[src/hw/rtl/sha1md_pkg.sv]
// Shared types, constants and helper functions of the SHA-1 digest block.
`default_nettype none

package sha1md_pkg;

    localparam int DIGEST_WORDS = 5;
    localparam int BLOCK_WORDS  = 16;
    localparam int BLOCK_BYTES  = 64;
    localparam int LENGTH_POS   = 56;
    localparam int ROUNDS       = 80;

    localparam logic [5:0] LAST_POS  = 6'(BLOCK_BYTES - 1);
    localparam logic [5:0] LEN_POS   = 6'(LENGTH_POS);
    localparam logic [6:0] LAST_ROUND = 7'(ROUNDS - 1);
    localparam logic [2:0] LAST_WORD  = 3'(DIGEST_WORDS - 1);

    localparam logic [31:0] K0 = 32'h5A827999;
    localparam logic [31:0] K1 = 32'h6ED9EBA1;
    localparam logic [31:0] K2 = 32'h8F1BBCDC;
    localparam logic [31:0] K3 = 32'hCA62C1D6;

    localparam logic [31:0] H_INIT [DIGEST_WORDS] = '{
        32'h67452301, 32'hEFCDAB89, 32'h98BADCFE, 32'h10325476, 32'hC3D2E1F0
    };

    localparam logic [7:0] PAD_MARK = 8'h80;

    typedef enum logic [2:0] {
        S_IDLE,
        S_PAD,
        S_COMP,
        S_ADD,
        S_OUT
    } state_t;

    typedef enum logic [1:0] {
        BSEL_DATA,
        BSEL_MARK,
        BSEL_ZERO,
        BSEL_LEN
    } byte_sel_t;

    typedef struct packed {
        logic       byte_wr;
        byte_sel_t  byte_sel;
        logic       count_en;
        logic       work_load;
        logic       round_en;
        logic [6:0] round;
        logic       chain_add;
        logic       msg_clear;
        logic [2:0] out_idx;
    } cmd_t;

    typedef struct packed {
        logic [5:0] pos;
    } status_t;

    function automatic logic [31:0] rotl(input logic [31:0] x, input int n);
        rotl = (x << n) | (x >> (32 - n));
    endfunction

endpackage

`default_nettype wire

[src/hw/rtl/sha1_message_digest.sv]
// Top level of the SHA-1 digest block: byte stream in, five digest words out.
//
//  channel | dir | tdata (low bit up)  | tuser          | tlast
//  s_      | in  | data_byte[7:0]      | byte_valid     | last_byte
//  m_      | out | digest_word[31:0]   | word_index[2:0]| last_word
//
// One byte transfer per cycle while a block fills; the 64th byte of a block
// starts 80 single-cycle rounds in the datapath, followed by a chain update.
// On a last item, padding writes one byte per cycle up to the block end and
// costs one or two further compressions, then the five words leave one per
// transfer. Input is held off during rounds, padding and output; a stalled
// result holds its word. Reset is synchronous and active low, with no clearing pass.
`default_nettype none

module sha1_message_digest (
    input  wire logic        aclk,
    input  wire logic        aresetn,
    input  wire logic        s_tvalid,
    output logic             s_tready,
    input  wire logic [7:0]  s_tdata,   // data_byte[7:0]
    input  wire logic        s_tuser,   // byte_valid
    input  wire logic        s_tlast,
    output logic             m_tvalid,
    input  wire logic        m_tready,
    output logic [31:0]      m_tdata,   // digest_word[31:0]
    output logic [2:0]       m_tuser,   // word_index[2:0]
    output logic             m_tlast
);
    import sha1md_pkg::*;

    cmd_t    cmd;
    status_t status;

    sha1md_ctrl u_ctrl (
        .aclk     (aclk),
        .aresetn  (aresetn),
        .s_tvalid (s_tvalid),
        .s_tready (s_tready),
        .s_tuser  (s_tuser),
        .s_tlast  (s_tlast),
        .m_tvalid (m_tvalid),
        .m_tready (m_tready),
        .status   (status),
        .cmd      (cmd)
    );

    sha1md_dp u_dp (
        .aclk        (aclk),
        .aresetn     (aresetn),
        .cmd         (cmd),
        .data_byte   (s_tdata),
        .status      (status),
        .digest_word (m_tdata)
    );

    assign m_tuser = cmd.out_idx;
    assign m_tlast = cmd.out_idx == LAST_WORD;

endmodule

`default_nettype wire

[src/hw/rtl/sha1md_dp.sv]
// Datapath of the SHA-1 digest block: byte packing, schedule window, rounds, chain.
`default_nettype none

module sha1md_dp (
    input  wire logic              aclk,
    input  wire logic              aresetn,
    input  wire sha1md_pkg::cmd_t  cmd,
    input  wire logic [7:0]        data_byte,
    output sha1md_pkg::status_t    status,
    output logic [31:0]            digest_word
);
    import sha1md_pkg::*;

    logic [31:0] chain_reg [DIGEST_WORDS];
    logic [31:0] work_reg  [DIGEST_WORDS];
    logic [31:0] win_reg   [BLOCK_WORDS];
    logic [23:0] part_reg;
    logic [63:0] count_reg;
    logic [5:0]  pos_reg;

    logic [7:0]  byte_val;
    logic [7:0]  len_byte;
    logic [63:0] len_shift;
    logic [31:0] w_t;
    logic [31:0] f_val;
    logic [31:0] k_val;
    logic [31:0] t_val;
    logic [31:0] b_w;
    logic [31:0] c_w;
    logic [31:0] d_w;

    assign len_shift = count_reg >> {~pos_reg[2:0], 3'b000};
    assign len_byte  = len_shift[7:0];

    always_comb begin
        case (cmd.byte_sel)
            BSEL_DATA: byte_val = data_byte;
            BSEL_MARK: byte_val = PAD_MARK;
            BSEL_LEN:  byte_val = len_byte;
            default:   byte_val = 8'h00;
        endcase
    end

    assign b_w = work_reg[1];
    assign c_w = work_reg[2];
    assign d_w = work_reg[3];

    always_comb begin
        if (cmd.round < 7'd16) begin
            w_t = win_reg[0];
        end else begin
            w_t = rotl(win_reg[13] ^ win_reg[8] ^ win_reg[2] ^ win_reg[0], 1);
        end
        if (cmd.round < 7'd20) begin
            f_val = (b_w & c_w) | (~b_w & d_w);
            k_val = K0;
        end else if (cmd.round < 7'd40) begin
            f_val = b_w ^ c_w ^ d_w;
            k_val = K1;
        end else if (cmd.round < 7'd60) begin
            f_val = (b_w & c_w) | (b_w & d_w) | (c_w & d_w);
            k_val = K2;
        end else begin
            f_val = b_w ^ c_w ^ d_w;
            k_val = K3;
        end
        t_val = rotl(work_reg[0], 5) + f_val + work_reg[4] + k_val + w_t;
    end

    always_ff @(posedge aclk) begin
        if (!aresetn) begin
            count_reg <= '0;
            pos_reg   <= '0;
            for (int i = 0; i < DIGEST_WORDS; i++) begin
                chain_reg[i] <= H_INIT[i];
            end
        end else begin
            if (cmd.byte_wr) begin
                pos_reg <= pos_reg + 6'd1;
            end
            if (cmd.count_en) begin
                count_reg <= count_reg + 64'd8;
            end
            if (cmd.chain_add) begin
                for (int i = 0; i < DIGEST_WORDS; i++) begin
                    chain_reg[i] <= chain_reg[i] + work_reg[i];
                end
            end
            if (cmd.msg_clear) begin
                count_reg <= '0;
                pos_reg   <= '0;
                for (int i = 0; i < DIGEST_WORDS; i++) begin
                    chain_reg[i] <= H_INIT[i];
                end
            end
        end
    end

    always_ff @(posedge aclk) begin
        if (cmd.byte_wr) begin
            case (pos_reg[1:0])
                2'd0: part_reg[23:16] <= byte_val;
                2'd1: part_reg[15:8]  <= byte_val;
                2'd2: part_reg[7:0]   <= byte_val;
                default: begin
                    for (int i = 0; i < BLOCK_WORDS - 1; i++) begin
                        win_reg[i] <= win_reg[i + 1];
                    end
                    win_reg[BLOCK_WORDS - 1] <= {part_reg, byte_val};
                end
            endcase
        end
        if (cmd.round_en) begin
            for (int i = 0; i < BLOCK_WORDS - 1; i++) begin
                win_reg[i] <= win_reg[i + 1];
            end
            win_reg[BLOCK_WORDS - 1] <= w_t;
            work_reg[0] <= t_val;
            work_reg[1] <= work_reg[0];
            work_reg[2] <= rotl(work_reg[1], 30);
            work_reg[3] <= work_reg[2];
            work_reg[4] <= work_reg[3];
        end
        if (cmd.work_load) begin
            for (int i = 0; i < DIGEST_WORDS; i++) begin
                work_reg[i] <= chain_reg[i];
            end
        end
    end

    assign status.pos  = pos_reg;
    assign digest_word = chain_reg[cmd.out_idx];

endmodule

`default_nettype wire

[src/hw/rtl/sha1md_ctrl.sv]
// Controller of the SHA-1 digest block: intake, padding, round sequencing, output.
`default_nettype none

module sha1md_ctrl (
    input  wire logic                 aclk,
    input  wire logic                 aresetn,
    input  wire logic                 s_tvalid,
    output logic                      s_tready,
    input  wire logic                 s_tuser,
    input  wire logic                 s_tlast,
    output logic                      m_tvalid,
    input  wire logic                 m_tready,
    input  wire sha1md_pkg::status_t  status,
    output sha1md_pkg::cmd_t          cmd
);
    import sha1md_pkg::*;

    state_t     state_reg, state_next;
    logic [6:0] round_reg, round_next;
    logic [2:0] idx_reg, idx_next;
    logic       pad_reg, pad_next;
    logic       mark_reg, mark_next;
    logic       lenh_reg, lenh_next;
    logic       final_reg, final_next;

    always_ff @(posedge aclk) begin
        if (!aresetn) begin
            state_reg <= S_IDLE;
            round_reg <= '0;
            idx_reg   <= '0;
            pad_reg   <= 1'b0;
            mark_reg  <= 1'b0;
            lenh_reg  <= 1'b0;
            final_reg <= 1'b0;
        end else begin
            state_reg <= state_next;
            round_reg <= round_next;
            idx_reg   <= idx_next;
            pad_reg   <= pad_next;
            mark_reg  <= mark_next;
            lenh_reg  <= lenh_next;
            final_reg <= final_next;
        end
    end

    always_comb begin
        state_next = state_reg;
        round_next = round_reg;
        idx_next   = idx_reg;
        pad_next   = pad_reg;
        mark_next  = mark_reg;
        lenh_next  = lenh_reg;
        final_next = final_reg;
        s_tready   = 1'b0;
        m_tvalid   = 1'b0;
        cmd        = '0;
        cmd.byte_sel = BSEL_ZERO;
        cmd.round    = round_reg;
        cmd.out_idx  = idx_reg;

        unique case (state_reg)
            S_IDLE: begin
                s_tready = 1'b1;
                if (s_tvalid) begin
                    if (s_tuser) begin
                        cmd.byte_wr  = 1'b1;
                        cmd.byte_sel = BSEL_DATA;
                        cmd.count_en = 1'b1;
                    end
                    if (s_tuser && status.pos == LAST_POS) begin
                        cmd.work_load = 1'b1;
                        pad_next      = s_tlast;
                        mark_next     = 1'b0;
                        final_next    = 1'b0;
                        state_next    = S_COMP;
                    end else if (s_tlast) begin
                        pad_next   = 1'b1;
                        mark_next  = 1'b0;
                        state_next = S_PAD;
                    end
                end
            end
            S_PAD: begin
                cmd.byte_wr = 1'b1;
                if (!mark_reg) begin
                    cmd.byte_sel = BSEL_MARK;
                    mark_next    = 1'b1;
                    lenh_next    = status.pos < LEN_POS;
                end else if (lenh_reg && status.pos >= LEN_POS) begin
                    cmd.byte_sel = BSEL_LEN;
                end else begin
                    cmd.byte_sel = BSEL_ZERO;
                end
                if (status.pos == LAST_POS) begin
                    cmd.work_load = 1'b1;
                    final_next    = cmd.byte_sel == BSEL_LEN;
                    state_next    = S_COMP;
                end
            end
            S_COMP: begin
                cmd.round_en = 1'b1;
                if (round_reg == LAST_ROUND) begin
                    round_next = '0;
                    state_next = S_ADD;
                end else begin
                    round_next = round_reg + 7'd1;
                end
            end
            S_ADD: begin
                cmd.chain_add = 1'b1;
                if (!pad_reg) begin
                    state_next = S_IDLE;
                end else if (final_reg) begin
                    state_next = S_OUT;
                end else begin
                    lenh_next  = 1'b1;
                    state_next = S_PAD;
                end
            end
            S_OUT: begin
                m_tvalid = 1'b1;
                if (m_tready) begin
                    if (idx_reg == LAST_WORD) begin
                        cmd.msg_clear = 1'b1;
                        idx_next      = '0;
                        pad_next      = 1'b0;
                        mark_next     = 1'b0;
                        lenh_next     = 1'b0;
                        final_next    = 1'b0;
                        state_next    = S_IDLE;
                    end else begin
                        idx_next = idx_reg + 3'd1;
                    end
                end
            end
            default: begin
                state_next = S_IDLE;
            end
        endcase
    end

`ifndef SYNTHESIS
    a_round_range: assert property (@(posedge aclk) disable iff (!aresetn)
        round_reg <= LAST_ROUND)
        else $error("round counter beyond last round");

    a_block_aligned: assert property (@(posedge aclk) disable iff (!aresetn)
        (state_reg == S_COMP || state_reg == S_ADD || state_reg == S_OUT) |->
            status.pos == 6'd0)
        else $error("compression or output with a partly filled block");

    a_out_after_add: assert property (@(posedge aclk) disable iff (!aresetn)
        (state_reg == S_OUT && $past(state_reg) != S_OUT) |-> $past(state_reg) == S_ADD)
        else $error("digest output not preceded by a chain update");

    a_idx_range: assert property (@(posedge aclk) disable iff (!aresetn)
        idx_reg <= LAST_WORD)
        else $error("digest word index out of range");

    a_final_pad: assert property (@(posedge aclk) disable iff (!aresetn)
        final_reg |-> pad_reg && mark_reg)
        else $error("final block flagged outside padding");
`endif

endmodule

`default_nettype wire

[config.mk]
export PLATFORM = sky130hd
export DESIGN_NAME = sha1_message_digest
export DESIGN_NICKNAME = d
export VERILOG_FILES = /design/src/hw/rtl/sha1md_pkg.sv /design/src/hw/rtl/sha1_message_digest.sv /design/src/hw/rtl/sha1md_dp.sv /design/src/hw/rtl/sha1md_ctrl.sv
export SDC_FILE = /design/constraint.sdc
export NUM_CORES = 2
export LEC_CHECK = 0
export BUFFER_PORTS_ARGS = -buffer_cell sky130_fd_sc_hd__buf_2
export CORE_MARGIN = 3
export CORE_UTILIZATION = 50
export CTS_CLUSTER_DIAMETER = 80
export DETAILED_ROUTE_END_ITERATION = 16
export PLACE_DENSITY = 0.65
export SKIP_CTS_REPAIR_TIMING = 1
export SYNTH_ARGS = -nofsm -noshare
export SYNTH_HDL_FRONTEND = slang
export SYNTH_SLANG_ARGS = --single-unit
[constraint.sdc]
create_clock -name aclk -period 32.4 [get_ports aclk]
set_input_delay 8.1 -clock aclk [delete_from_list [all_inputs] [get_ports aclk]]
set_output_delay 8.1 -clock aclk [all_outputs]
set_load 0.01 [all_outputs]
==> out/summary.txt <==
status: finished, final reports clean
FF-to-FF End: u_dp.work_reg[0][30]
std cell rows: 113
Yosys reg bits: 943
CP bufs+invs: 5
Arr. time, crit path: 12.03 ns
area post-placement: 0.04973 mm²
Crit Path Max Fanout: 93
Crit path max-delay family: buffers and inverters
Lkg Pwr: 19.10 nW
Slew headroom: 14.39%
Cell variety after synth: 83
CP Data Required Time: 32.68 ns
vias after detailed routing: 30690
first-pass GRT wire length: 176.2 mm
Routed Antenna Nets: 0
layout net count: 4359
Crit Path Class: in2reg
CTS clk-pin slew, worst paths: 0.06 ns
CTS H-tree depth: 3
max cap viols: 0
Setup TNS: 0 ns
WL/cell: 21.41 µm
Post-Syn Nets: 4302
Mapped Area: 0.04805 mm²
IO Count: 52
clk_lat worst skew: 0.70 ns
Crit-path slowest cell: buf_4
CTS sink cnt: 943
synth top area cells: edfxtp_1, ha_1, nand2_1, fa_1, dfxtp_1
Max stage delay on crit path: 0.97 ns
post-place setup slack: 19.83 ns
synth cell count leaders: edfxtp_1, nand2_1, nor2_1, a21oi_1, ha_1
chip height: 316 µm
TritonRoute pass-1 iters: 6
setup ws final: 20.65 ns
Area growth syn-to-layout: 10.34%
Final HPWL DP: 80.66 mm
initial antenna violation count: 0
Avg Vias per Cell: 5.716
Hold Vio Cnt, Final: 0
FFs w/ async S/R, synth: 0%
CP endpoint: u_dp.win_reg[2][18]
starting density of the core: 50.50%
RSZ-0062 raised after global routing: false
GR Util met2: 34.32%
share of the synthesized area in the top cell type: 53.50%
Tcrit/Tclk final: 36.26%
EDFF count, synth: 856
die area: 0.09986 mm²
Worst path depth: 9
Max Root-Sink Buffers: 3
largest net degree at the start of global routing: 192
Num CTS Buffers: 98
Iteration-0 DRC Markers: 3054
cells on worst reg2reg path: 24
fillers: 7827
Setup crit start: s_tuser
grt met1 use: 34.73%
area leader, netlist: edfxtp_1
crit path capture type: register
DRC: 0
CORE AREA: 0.09515 mm²
GRT Util Overall: 23.14%
Slew @ Worst Pin: 1.268 ns
met3 usage: 3.231%
HP Class: reg2reg
Fmax achieved: 85.11 MHz
flop-to-flop setup slack: 24.28 ns
min Tclk post-route: 11.75 ns
Final setup viols: 0
TritonCTS clock tree: yes
Cells after Synth: 3961
I/O Buffers: 51
drt total wl: 115.0 mm
worst hold slack: 0.4107 ns
Final GP Congestion: 0.9345
Avg Synthesized Cell Area: 12.13 µm²
Design Power: 0.002564 W
vias in the first global route: 29660
global route total overflow: 0
Slew Limit Fails: 0
die width: 316 µm
share of cells above drive strength 1: 8.942%
worst-path cell chain: buf_2 > a21oi_1 > nor3_1 > buf_4 > and2_2 > buf_4 > nand2b_4 > buf_4 > buf_4
Finished Cell Area: 0.05302 mm²
Peak VDD IR: 0.04242 mV
max reg flops: 512
Syn. warnings: 0
most frequent cell after synthesis: edfxtp_1
Root Driver: clkbuf_16
Most used DFF post-synth: edfxtp_1
Power Dens Cells: 48.35 mW/mm²
Setup Skew: 0.04557 ns
Top cell by count, worst path: buf_4
FF-to-FF Start: u_ctrl.round_reg[4]
Seq/Total Area, Yosys: 57.12%
Top Usage Layer GRT: met1
startpoint types: input port
==> layer usage <==
layer  share of wire (%)  up-vias
met3                 6.8      183
met2                  44     1036
met5                   0        -
li1                    -    14370
met1                  46    15100
met4                 3.8        0
==> placed cells by master, fill, tap and decap left out, types with 15 or more instances in the layout <==
cell type | netlist | layout
edfxtp_1 | 856 | 856
nand2_1 | 640 | 637
nor2_1 | 282 | 281
a21oi_1 | 217 | 217
ha_1 | 208 | 208
inv_1 | 191 | 191
o21ai_0 | 190 | 190
xnor2_1 | 189 | 189
xor2_1 | 123 | 123
fa_1 | 119 | 119
clkbuf_16 | 0 | 101
dfxtp_1 | 87 | 84
a21o_1 | 64 | 64
mux2i_1 | 51 | 51
buf_2 | 3 | 51
nand3_1 | 46 | 46
mux4_2 | 45 | 45
nor3_1 | 45 | 44
and3_1 | 38 | 38
nand2b_1 | 39 | 37
mux2_2 | 37 | 37
a211oi_1 | 34 | 34
buf_4 | 4 | 33
or3_1 | 28 | 28
o21a_1 | 25 | 25
clkinv_2 | 0 | 24
nor2b_1 | 22 | 22
clkinv_1 | 1 | 21
nand4_1 | 20 | 20
a31oi_1 | 19 | 19
o211ai_1 | 17 | 17
a221o_1 | 16 | 16
and2_1 | 18 | 16
o21bai_1 | 15 | 15
==> worst min path at each step <==
stage | start | endpoint | cells after the start
after CTS | u_dp.win_reg[12][31] | u_dp.win_reg[11][31] | 0
after global placement | u_dp.win_reg[1][28] | u_dp.win_reg[0][28] | 0
after global routing | u_dp.win_reg[4][31] | u_dp.win_reg[3][31] | 0
final | u_dp.win_reg[12][31] | u_dp.win_reg[11][31] | 0
after floorplan | u_dp.win_reg[1][0] | u_dp.win_reg[0][0] | 0
after detailed placement | u_dp.win_reg[1][30] | u_dp.win_reg[0][30] | 0
==> power by group <==
| part | internal [W] | switching [W] | total (W) |
|---|---|---|---|
| Combinational | 0.0000288 | 0.0000498 | 0.0000786 |
| Sequential | 0.00133 | 0.0000103 | 0.00134 |
| Clock | 0.000655 | 0.000487 | 0.00114 |
| Total | 0.00202 | 0.000547 | 0.00256 |
==> stage by stage <==
step	utilization, %	std cells
after floorplan	-	3961
after global placement	52.26	5183
after detailed placement	52.26	5183
after CTS	55.72	5369
after global routing	55.72	5369
final	55.72	5370
==> layout make-up <==
type                            count  area (µm²)  share of cell area, %
Multi-Input combinational cell   2698       19450                  36.68
Inverter                          192       720.7                  1.359
Clock inverter                     72       715.7                  1.350
Clock buffer                      114        2576                  4.859
Sequential cell                   943       27450                  51.77
Antenna cell                        1       2.502               0.004720
Timing Repair Buffer               85       523.0                 0.9864
Tap cell                         1265        1583                  2.985
==> logic make-up (layout without fill, tap and decap cells) <==
kind of cell    count (synthesis)  count (layout)  synth area share [%]
xor+xnor                      312             312                 5.687
simple gates                 1231            1231                 11.21
mux                           133             133                 4.039
fa+ha+maj                     327             327                 10.37
other cells                     0               1                     0
flops                         943             943                 57.12
compound gates                695             695                 9.033
buf+inv                       320             463                 2.539
==> worst reg2reg max path: cells and delay by family (launching register included) <==
| family | cells | cell delay (ns) |
|---|---|---|
| AOI/OAI and AO/OA | 9 | 2.65 |
| DFF | 1 | 0.38 |
| and+or+nand+nor | 4 | 0.83 |
| adders and majority gates | 4 | 1.91 |
| xor gates and xnor gates | 1 | 0.21 |
| buffers and inverters | 6 | 1.86 |
(Power assumes the default switching activity.)
